<file path="config.mk">
export PLATFORM = sky130hd
export DESIGN_NAME = segment_offset_table
export DESIGN_NICKNAME = d
export VERILOG_FILES = /design/src/sot_pkg.sv /design/src/sot_ram.sv /design/src/sot_step.sv /design/src/segment_offset_table.sv
export SDC_FILE = /design/constraint.sdc
export NUM_CORES = 2
export LEC_CHECK = 0
export BUFFER_PORTS_ARGS = -buffer_cell sky130_fd_sc_hd__buf_2
export CORE_MARGIN = 8
export CORE_UTILIZATION = 35
export CTS_CLUSTER_DIAMETER = 30
export DETAILED_ROUTE_END_ITERATION = 7
export HOLD_SLACK_MARGIN = 0.1
export MAX_ROUTING_LAYER = met4
export PLACE_DENSITY = 0.52
export SKIP_LAST_GASP = 1
export SYNTH_ARGS = -nofsm -noshare
export SYNTH_HDL_FRONTEND = slang
export SYNTH_SLANG_ARGS = --single-unit
</file>
<file path="constraint.sdc">
create_clock -name clk -period 7.6 [get_ports clk]
set_clock_uncertainty 0.1 [all_clocks]
set_input_delay 1.52 -clock clk [delete_from_list [all_inputs] [get_ports clk]]
set_output_delay 1.52 -clock clk [all_outputs]
set_load 0.05 [all_outputs]
</file>
<file path="src/sot_pkg.sv">
// Shared types and codes for the segment offset table.
// Holds the request and result item structs, action codes and status codes.
// No dependencies.
package sot_pkg;

    localparam logic ACT_APPEND = 1'b0;
    localparam logic ACT_LOOKUP = 1'b1;

    localparam logic [1:0] STATUS_OK    = 2'd0;
    localparam logic [1:0] STATUS_RANGE = 2'd1;
    localparam logic [1:0] STATUS_FULL  = 2'd2;
    localparam logic [1:0] STATUS_ZERO  = 2'd3;

    typedef struct packed {
        logic        action;
        logic [15:0] type_id;
        logic [15:0] elem_count;
        logic [15:0] slot_index;
    } request_t;

    typedef struct packed {
        logic [15:0] start_offset;
        logic [15:0] found_type;
        logic [1:0]  status;
    } result_t;

endpackage

</file>
<file path="src/sot_ram.sv">
// Generic simple dual-port RAM: one write port, one read port, registered read.
// No dependencies.
module sot_ram #(
    parameter int WIDTH = 32,
    parameter int DEPTH = 64
) (
    input  logic                     clk,
    input  logic                     we,
    input  logic [$clog2(DEPTH)-1:0] waddr,
    input  logic [WIDTH-1:0]         wdata,
    input  logic [$clog2(DEPTH)-1:0] raddr,
    output logic [WIDTH-1:0]         rdata
);

    logic [WIDTH-1:0] mem [DEPTH];

    always_ff @(posedge clk)
    begin
        if (we)
        begin
            mem[waddr] <= wdata;
        end
        rdata <= mem[raddr];
    end

endmodule

</file>
<file path="src/sot_step.sv">
// One binary search step: compares a stored start offset against the key,
// narrows the bounds and picks the next table address to read.
// No package dependencies.
module sot_step #(
    parameter int OFS_W  = 16,
    parameter int IDX_W  = 7,
    parameter int ADDR_W = 6
) (
    input  logic              first,
    input  logic [IDX_W-1:0]  lo,
    input  logic [IDX_W-1:0]  hi,
    input  logic [ADDR_W-1:0] mid,
    input  logic [15:0]       key,
    input  logic [OFS_W-1:0]  entry_start,
    output logic [IDX_W-1:0]  lo_next,
    output logic [IDX_W-1:0]  hi_next,
    output logic              more,
    output logic [ADDR_W-1:0] addr
);

    localparam int CMP_W = (OFS_W > 16) ? OFS_W : 16;

    logic             pass;
    logic [IDX_W-1:0] mid_ext;
    logic [IDX_W-1:0] span;
    logic [IDX_W-1:0] probe;

    always_comb
    begin
        mid_ext = IDX_W'(mid);
        pass    = CMP_W'(entry_start) <= CMP_W'(key);
        if (first)
        begin
            lo_next = lo;
            hi_next = hi;
        end
        else if (pass)
        begin
            lo_next = mid_ext;
            hi_next = hi;
        end
        else
        begin
            lo_next = lo;
            hi_next = mid_ext;
        end
        span  = hi_next - lo_next;
        more  = span > IDX_W'(1);
        // With the range settled, the last read fetches the lower bound itself.
        probe = more ? (lo_next + (span >> 1)) : lo_next;
        addr  = probe[ADDR_W-1:0];
    end

endmodule

</file>
<file path="src/segment_offset_table.sv">
// Top level of the segment offset table.
// Depends on sot_pkg, sot_ram and sot_step.

// An append item is checked and written in the cycle it is accepted; its result
// strobes on done in the next cycle and busy stays low, so appends run one per
// cycle. A lookup that is out of range answers the same way. A lookup in range
// runs a binary search, one table read and one compare per cycle through the
// RAM's registered read port, then a fetch state reads the chosen entry, with
// busy high until the result strobes. The receiver cannot stall: every result
// strobes on done for a single cycle and stays on the result port until the next.
module segment_offset_table #(
    parameter int MAX_SEGMENTS = 64,
    parameter int SLOT_SPACE   = 65536
) (
    input  logic              clk,
    input  logic              rst_n,
    input  logic              start,
    input  sot_pkg::request_t request,
    output logic              busy,
    output logic              done,
    output sot_pkg::result_t  result
);

    import sot_pkg::*;

    localparam int OFS_W  = $clog2(SLOT_SPACE);
    localparam int NF_W   = OFS_W + 1;
    localparam int IDX_W  = $clog2(MAX_SEGMENTS + 1);
    localparam int ADDR_W = $clog2(MAX_SEGMENTS);
    localparam int CMP_W  = (NF_W > 16) ? NF_W : 16;
    localparam int SUM_W  = CMP_W + 1;
    localparam int RAM_W  = OFS_W + 16;

    localparam logic [1:0] S_IDLE   = 2'd0;
    localparam logic [1:0] S_SEARCH = 2'd1;
    localparam logic [1:0] S_FETCH  = 2'd2;

    logic [1:0]        state_reg, state_next;
    logic [IDX_W-1:0]  seg_used_reg, seg_used_next;
    logic [NF_W-1:0]   next_free_reg, next_free_next;
    logic [IDX_W-1:0]  lo_reg, lo_next;
    logic [IDX_W-1:0]  hi_reg, hi_next;
    logic [ADDR_W-1:0] mid_reg, mid_next;
    logic [15:0]       key_reg, key_next;
    logic              done_reg, done_next;
    result_t           result_reg, result_next;

    logic              accept;
    logic              step_first;
    logic [IDX_W-1:0]  step_lo, step_hi, step_lo_next, step_hi_next;
    logic [15:0]       step_key;
    logic              step_more;
    logic [ADDR_W-1:0] step_addr;

    logic              ram_we;
    logic [RAM_W-1:0]  ram_wdata, ram_rdata;
    logic [OFS_W-1:0]  entry_start;
    logic [15:0]       entry_type;

    logic [CMP_W-1:0]  nf_ext;
    logic [SUM_W-1:0]  nf_sum;
    logic              is_full;
    logic              is_over;
    logic              out_of_range;

    assign accept      = start && (state_reg == S_IDLE);
    assign busy        = state_reg != S_IDLE;
    assign done        = done_reg;
    assign result      = result_reg;
    assign entry_start = ram_rdata[OFS_W-1:0];
    assign entry_type  = ram_rdata[RAM_W-1:OFS_W];

    assign nf_ext       = CMP_W'(next_free_reg);
    assign nf_sum       = SUM_W'(nf_ext) + SUM_W'(request.elem_count);
    assign is_full      = seg_used_reg == IDX_W'(MAX_SEGMENTS);
    assign is_over      = nf_sum > SUM_W'(SLOT_SPACE);
    assign out_of_range = (seg_used_reg == '0)
                          || (CMP_W'(request.slot_index) >= nf_ext);

    // In idle the step unit only sizes the first probe from the full range.
    assign step_first = state_reg == S_IDLE;
    assign step_lo    = step_first ? '0 : lo_reg;
    assign step_hi    = step_first ? seg_used_reg : hi_reg;
    assign step_key   = step_first ? request.slot_index : key_reg;

    sot_step #(
        .OFS_W  (OFS_W),
        .IDX_W  (IDX_W),
        .ADDR_W (ADDR_W)
    ) u_step (
        .first       (step_first),
        .lo          (step_lo),
        .hi          (step_hi),
        .mid         (mid_reg),
        .key         (step_key),
        .entry_start (entry_start),
        .lo_next     (step_lo_next),
        .hi_next     (step_hi_next),
        .more        (step_more),
        .addr        (step_addr)
    );

    assign ram_wdata = {request.type_id, next_free_reg[OFS_W-1:0]};

    sot_ram #(
        .WIDTH (RAM_W),
        .DEPTH (MAX_SEGMENTS)
    ) u_table (
        .clk   (clk),
        .we    (ram_we),
        .waddr (seg_used_reg[ADDR_W-1:0]),
        .wdata (ram_wdata),
        .raddr (step_addr),
        .rdata (ram_rdata)
    );

    always_comb
    begin
        state_next     = state_reg;
        seg_used_next  = seg_used_reg;
        next_free_next = next_free_reg;
        lo_next        = lo_reg;
        hi_next        = hi_reg;
        mid_next       = mid_reg;
        key_next       = key_reg;
        done_next      = 1'b0;
        result_next    = result_reg;
        ram_we         = 1'b0;
        case (state_reg)
            S_IDLE:
            begin
                if (accept)
                begin
                    result_next.start_offset = '0;
                    result_next.found_type   = '0;
                    result_next.status       = STATUS_OK;
                    if (request.action == ACT_APPEND)
                    begin
                        done_next = 1'b1;
                        if (request.elem_count == '0)
                        begin
                            result_next.status = STATUS_ZERO;
                        end
                        else if (is_full || is_over)
                        begin
                            result_next.status = STATUS_FULL;
                        end
                        else
                        begin
                            ram_we                   = 1'b1;
                            seg_used_next            = seg_used_reg + IDX_W'(1);
                            next_free_next           = nf_sum[NF_W-1:0];
                            result_next.start_offset = nf_ext[15:0];
                        end
                    end
                    else if (out_of_range)
                    begin
                        done_next          = 1'b1;
                        result_next.status = STATUS_RANGE;
                    end
                    else
                    begin
                        lo_next    = step_lo_next;
                        hi_next    = step_hi_next;
                        mid_next   = step_addr;
                        key_next   = request.slot_index;
                        state_next = step_more ? S_SEARCH : S_FETCH;
                    end
                end
            end
            S_SEARCH:
            begin
                lo_next    = step_lo_next;
                hi_next    = step_hi_next;
                mid_next   = step_addr;
                state_next = step_more ? S_SEARCH : S_FETCH;
            end
            S_FETCH:
            begin
                done_next              = 1'b1;
                result_next.found_type = entry_type;
                state_next             = S_IDLE;
            end
            default:
            begin
                state_next = S_IDLE;
            end
        endcase
    end

    always_ff @(posedge clk or negedge rst_n)
    begin
        if (!rst_n)
        begin
            state_reg     <= S_IDLE;
            seg_used_reg  <= '0;
            next_free_reg <= '0;
            lo_reg        <= '0;
            hi_reg        <= '0;
            mid_reg       <= '0;
            key_reg       <= '0;
            done_reg      <= 1'b0;
            result_reg    <= '0;
        end
        else
        begin
            state_reg     <= state_next;
            seg_used_reg  <= seg_used_next;
            next_free_reg <= next_free_next;
            lo_reg        <= lo_next;
            hi_reg        <= hi_next;
            mid_reg       <= mid_next;
            key_reg       <= key_next;
            done_reg      <= done_next;
            result_reg    <= result_next;
        end
    end

`ifndef ASSERT_OFF
    a_fetch_done: assert property (@(posedge clk) disable iff (!rst_n)
        (state_reg == S_FETCH) |=> (done_reg && (state_reg == S_IDLE)))
        else $error("lookup fetch did not deliver its result");

    a_search_span: assert property (@(posedge clk) disable iff (!rst_n)
        (state_reg == S_SEARCH) |-> ((hi_reg - lo_reg) > IDX_W'(1)))
        else $error("search running on a settled range");

    a_used_bound: assert property (@(posedge clk) disable iff (!rst_n)
        seg_used_reg <= IDX_W'(MAX_SEGMENTS))
        else $error("segment count past table depth");

    a_free_bound: assert property (@(posedge clk) disable iff (!rst_n)
        CMP_W'(next_free_reg) <= CMP_W'(SLOT_SPACE))
        else $error("next free offset past slot space");

    a_append_free: assert property (@(posedge clk) disable iff (!rst_n)
        (accept && (request.action == ACT_APPEND)) |=> (state_reg == S_IDLE))
        else $error("append left the block busy");
`endif

endmodule

</file>
== Yosys cells after proc, flatten, opt, wreduce, memory -nomap -nowiden ==
Memories as Yosys holds them, arrays and structs flattened. A register that Yosys moved wholly into a read port is not among the register bits.
Index checks and enable logic that the tools add are counted.

* Output and inout port bits: 36
* Word-level logic and storage cells: 90
* Bits in latches: 0
* Bits in read-only memories: 0
* Memories kept: 1
* Flip-flop bits (word level): 97
* Bits in writable memories: 2048

{| class="wikitable"
|+ Memories
! memory !! depth !! width !! rd ports !! clocked after Yosys merged registers in !! wr ports !! line !! source
|-
| u_table.mem || 64 || 32 || 1 || 1 || 1 || sot_ram.sv:15 || <nowiki>logic [WIDTH-1:0] mem [DEPTH];</nowiki>
|}

* $mul: 0
* Div/mod/pow operators: 0
* Eq/ne operators: 6
* Multiplexer cells: 45
* Bitwise logic cells: 4
* Reduce and logical (&&, ||, !) cells: 15
* Shift-type cells: 0
* Add/sub/neg operators: 4
* Order comparisons: 4

{| class="wikitable"
|+ Operators by type and width
! operator !! count
|-
| 7-bit two-way mux || 12
|-
| 16-bit two-way mux || 4
|-
| 16-bit case mux with 2 select lines || 1
|-
| 7-bit case mux with 2 select lines || 2
|-
| 6-bit two-way mux || 4
|-
| 17-bit by 16-bit adder with 18-bit output || 1
|-
| 18-bit by 17-bit greater-than comparator with 1-bit output (second input constant) || 1
|-
| 18-bit two-way mux || 1
|-
| 16-bit by 17-bit greater-or-equal comparator with 1-bit output || 1
|-
| 16-bit less-or-equal comparator || 1
|-
| 16-bit logical NOT || 1
|-
| 2-bit two-way mux || 7
|-
| 6-bit case mux with 2 select lines || 1
|-
| 1-bit two-way mux || 11
|-
| 4-bit AND reduction || 2
|-
| 7-bit by 1-bit adder with 7-bit output (second input constant) || 1
|-
| 7-bit equality test (second input constant) || 1
|-
| 7-bit by 1-bit greater-than comparator with 1-bit output (second input constant) || 1
|-
| 7-bit logical NOT || 1
|-
| 7-bit subtractor || 1
|-
| 6-bit adder || 1
|-
| 2-bit inequality test (second input constant) || 3
|-
| 2-bit nonzero test || 3
|-
| 5-bit AND reduction || 1
|-
| other kinds (10) || 15
|}

== Longest topological paths before layout ==
* Word-level depth: 12
* Depth in mapped cells: 36
* Gate-level depth less buffers: 30

== Modules after synthesis ==
Synthesis repeated with hierarchy kept, for this count alone.

* Cell total of the unflattened synthesis: 4038
* Area, all modules: 85393.1 um2

{| class="wikitable"
|+ Modules (own cells, without submodules)
! module !! area each (um2) !! times used !! cells an instance
|-
| sot_ram || 78515.3 || 1 || 3324
|-
| segment_offset_table || 5417.7 || 1 || 527
|-
| sot_step || 1460.2 || 1 || 187
|}

== Least setup slack after synthesis ==
Ideal clock, no wire load.

* Path kind: input port to flip-flop
* Start: input request[16] in the netlist's numbering
* End: memory u_table.mem[56][0] (enable)
* Arrival: 7.742 ns
* Slack: -0.744 ns
* Library setup time: 0.502 ns
* Cell stages on the path: 18
* Required time: 6.998 ns
* Cell sequence: ha_1 inv_1 fa_1 nor2b_1 o21ai_0 a21boi_1 o21ai_0 a21boi_1 o21ai_0 a21oi_1 o41ai_1 xor2_1 nand4_1 o41a_1 or2_1 buf_2 buf_1 nor4_1

* Longest elaborated chain between the ends: 10

{| class="wikitable"
|+ Ends and longest elaborated chain
! element !! line !! source
|-
| start, declared || segment_offset_table.sv:18 || <nowiki>input sot_pkg::request_t request,</nowiki>
|-
| 17-bit by 16-bit adder with 18-bit output || segment_offset_table.sv:74 || <nowiki>assign nf_sum = SUM_W'(nf_ext) + SUM_W'(request.elem_count);</nowiki>
|-
| 18-bit by 17-bit greater-than comparator with 1-bit output || segment_offset_table.sv:76 || <nowiki>assign is_over = nf_sum > SUM_W'(SLOT_SPACE);</nowiki>
|-
| 1-bit logical OR || segment_offset_table.sv:144 || <nowiki>else if (is_full || is_over)</nowiki>
|-
| 1-bit two-way mux || segment_offset_table.sv:144 ||
|-
| 1-bit two-way mux (*) || segment_offset_table.sv:140 || <nowiki>if (request.elem_count == '0)</nowiki>
|-
| 1-bit two-way mux (*) || segment_offset_table.sv:137 || <nowiki>if (request.action == ACT_APPEND)</nowiki>
|-
| 1-bit two-way mux (*) || segment_offset_table.sv:132 || <nowiki>if (accept)</nowiki>
|-
| 1-bit two-way mux (*) || segment_offset_table.sv:129 || <nowiki>case (state_reg)</nowiki>
|-
| 1-bit two-way mux (*) || sot_ram.sv:19 || <nowiki>if (we)</nowiki>
|-
| 1-bit two-way mux (not written as such) (*) || sot_ram.sv:21 || <nowiki>mem[waddr] <= wdata;</nowiki>
|-
| end, declared || sot_ram.sv:15 ||
|}

Mark *: on every way between the ends. The rest lies on a longest branch, timed or not.

== Final worst setup path ==
* Start: register state_reg[1]
* End: register u_table.rdata[19] (read register of u_table.mem)

* Longest elaborated chain between the ends: 8

{| class="wikitable"
|+ Ends and longest elaborated chain
! element !! line !! source
|-
| start, declared || segment_offset_table.sv:38 || <nowiki>logic [1:0] state_reg, state_next;</nowiki>
|-
| start signal, assigned || segment_offset_table.sv:207 || <nowiki>state_reg <= state_next;</nowiki>
|-
| 2-bit logical NOT (*) || segment_offset_table.sv:81 || <nowiki>assign step_first = state_reg == S_IDLE;</nowiki>
|-
| 16-bit two-way mux || segment_offset_table.sv:84 || <nowiki>assign step_key = step_first ? request.slot_index : key_reg;</nowiki>
|-
| 16-bit less-or-equal comparator || sot_step.sv:31 || <nowiki>pass = CMP_W'(entry_start) <= CMP_W'(key);</nowiki>
|-
| 7-bit two-way mux || sot_step.sv:37 || <nowiki>else if (pass)</nowiki>
|-
| 7-bit two-way mux || sot_step.sv:32 || <nowiki>if (first)</nowiki>
|-
| 7-bit subtractor || sot_step.sv:47 || <nowiki>span = hi_next - lo_next;</nowiki>
|-
| 6-bit adder or 7-bit by 1-bit greater-than comparator with 1-bit output (tied branches) || sot_step.sv:50, sot_step.sv:48 ||
|-
| 6-bit two-way mux (*) || sot_step.sv:50 || <nowiki>probe = more ? (lo_next + (span >> 1)) : lo_next;</nowiki>
|-
| end, declared || sot_ram.sv:12 || <nowiki>output logic [WIDTH-1:0] rdata</nowiki>
|}

Marks and branches as above.
A chain may end at the register's enable or synchronous reset.

==> flow_summary.ini <==
[critical_path]
worst-setup-path-type = reg2reg
cp_slowest_cell = nor4_4
crit_path_end_kind = flop
worstPathMaxFanout = 24
arrival_ns = 8.05
crit_path_start_kind = flop
required_ns = 8.29
slowest_delay_ns = 0.51
crit_top_cell = buf_4

[logic_synthesis]
synthArstFlopShare_pct = 4.46
yosysWarnings = 0
netlist_instances = 6153
synth_top_area_share_pct = 68.9
ys_dominant_reg_cell = edfxtp_1
post_synth.cell_area_avg_um2 = 14.5
yosys.area.top_type = edfxtp_1
syn_nets = 6267
synth_edf_count = 2048
synth_area_um2 = 89300
yosys-top-cells-area = edfxtp_1, a211oi_1, and3_1, dfrtp_1, nand2_1
ys_ff_latch = 2177
ys_seq_area_share_pct = 72.3
ys_types = 84

[finish]
final_nets = 7142
syn_to_final_growth_pct = 33.1
drive_gt1_share_pct = 28.1
fillers = 21800
largest_register_ffs = 2048

[floorplanning]
placementRows = 185
initial_core_util_pct = 35.2
dieArea_um2 = 272000
fp.dieW_um = 521
core_um2 = 254000
io_pins = 88
die_y_um = 521

[cts]
tritoncts = yes
root_buffer = clkbuf_16
clkTransAtPathRegs_ns = 0.05
cts_max_path_buffers = 4
htreeDepth = 5
cts.sinks = 2177
cts_hold_buf = 0
cts_buffers = 468
clk_latency_ns = 0.98

[min_path]
hold_class = reg2reg

[drt]
wl_per_cell_um = 30.7
ant_nets = 0
drt_iter0_markers = 7880
wirelength_um = 332000
dr.pass1.iters = 6
via_per_inst = 5.88
drc_errors = 0
vias = 63500

[sta]
hold_viol_final = 0
relSlewSlack_pct = 21.0
period_share_pct = 96.9
finalHoldWorstSlack_ns = 0.355
period_needed_ns = 7.36
clock.fmax_mhz = 136
rsz0062_at_grt = yes
drv_slew = 0
setup_viol = 0
tightest_slew_ns = 1.18

[grt]
grt_pass1_wl_um = 464000
grt_pass1_vias = 61500
grt_antenna_before_repair = 17
gr-total-overflow = 0
grt_max_degree = 75
grt_usage_pct = 23.9

[place]
finalWeightedCongestion = 0.897
hpwl_um = 195000
io_buffers = 87

[job]
max_cap_viol_count = 0

[status]
status = finished clean
metal layers:
metal	global-route usage, %	share of wire (%)	up-vias
met5	-	0	-
met4	8.08	3.8	0
met3	4.29	8.8	631
met2	36.9	46	3387
met1	32.2	42	32600
li1	-	-	26800
path summary, 6_finish.rpt:
check / cells past startpoint / end / slack (ns) / from
min in group asynchronous: 1 / result[1] / 0.48 / rst_n
min reg2reg: 2 / result[9] / 0.35 / u_table.rdata[23]
max in group asynchronous: 2 / next_free_reg[9] / 5.59 / rst_n
max: 34 / u_table.rdata[19] / 0.24 / state_reg[1]
min: 2 / result[9] / 0.35 / u_table.rdata[23]
max reg2reg: 34 / u_table.rdata[19] / 0.24 / state_reg[1]
worst max-delay path, delay by kind of cell, from the launching register on:
family                   cells  cell delay, ns
AND/OR/NAND/NOR             14            2.34
buffers and inverters       10            1.77
AO/OA/AOI/OAI                6            1.29
multiplexers                 2            0.64
adder cells (fa/ha/maj)      2            0.52
flip-flops                   1            0.40
cell families after synthesis:
| logic type | after synthesis | synth area share [%] |
|---|---|---|
| AND/OR/NAND/NOR | 1892 | 11.4 |
| buffers and inverters | 591 | 2.77 |
| multiplexers | 75 | 0.906 |
| adder cells (fa/ha/maj) | 63 | 0.905 |
| AO/OA/AOI/OAI | 1330 | 11.5 |
| XOR/XNOR | 25 | 0.245 |
| flip-flops | 2177 | 72.3 |
area by class of cell:
| type | instances | area [um^2] | area share (%) |
|---|---|---|---|
| antenna | 14 | 35.0 | 0.0295 |
| clock buffer | 529 | 12200 | 10.2 |
| clock inverter | 329 | 3900 | 3.28 |
| inverter | 42 | 161 | 0.136 |
| multi-input combinational | 3385 | 24300 | 20.5 |
| sequential | 2177 | 64600 | 54.4 |
| tap | 3366 | 4210 | 3.54 |
| timing repair buffer | 954 | 9430 | 7.94 |
Yosys cell counts, drive strengths merged (33+ instances only):
library cell,instances
dfrtp,97
buf,175
nor4,333
and3,741
mux2,47
inv,42
a311oi,258
a21boi,99
ha,59
nor3,49
a311o,33
clkbuf,374
edfxtp,2048
o311ai,96
nand3,71
a211oi,643
nor2,35
nand2,614
o21ai,106
cells in the final DEF (no fill, tap or decap), drive strengths merged, types with 6 or more instances in the layout:
master / count
xnor2: 12
mux2: 47
a311o: 33
inv: 67
or2: 6
a21oi: 26
nor2b: 8
o311ai: 96
diode: 14
o21a: 10
bufinv: 74
a21o: 6
nor3: 49
dfxtp: 32
a21boi: 99
a31oi: 8
edfxtp: 2048
o31ai: 7
clkbuf: 539
nand2: 614
mux2i: 28
a31o: 6
a211oi: 643
xor2: 13
dfrtp: 97
and3: 741
clkinv: 183
nand3b: 6
nand3: 71
buf: 940
nand4: 12
o21ai: 106
clkinvlp: 47
nor4: 333
nor2: 35
ha: 59
a311oi: 258
repair_timing:
action                                  in CTS  in global routing
endpoints found under the setup margin      28                 32
resized for setup                          125                176
pin swaps                                   18                 51
gates cloned                                 4                 10
setup buffers                               11                 27
per-stage QoR:
stage               util, %  TNS, ns  instance area, um^2  instances  setup WS (ns)
global placement       39.5   -43.45               100000       9869          -2.08
detailed placement     39.5   -33.70               100000       9876          -1.60
finish                 46.8        0               119000      10800          0.239
floorplan                 -  -693.51                89300       6153         -0.744
global route           46.8  -0.0563               119000      10800        -0.0292
CTS                    46.2  -0.0790               117000      10700        -0.0473
Power is left out: the tool's default activity adds up to more than one toggle a clock period on the data nets, which glitch-free logic cannot reach.
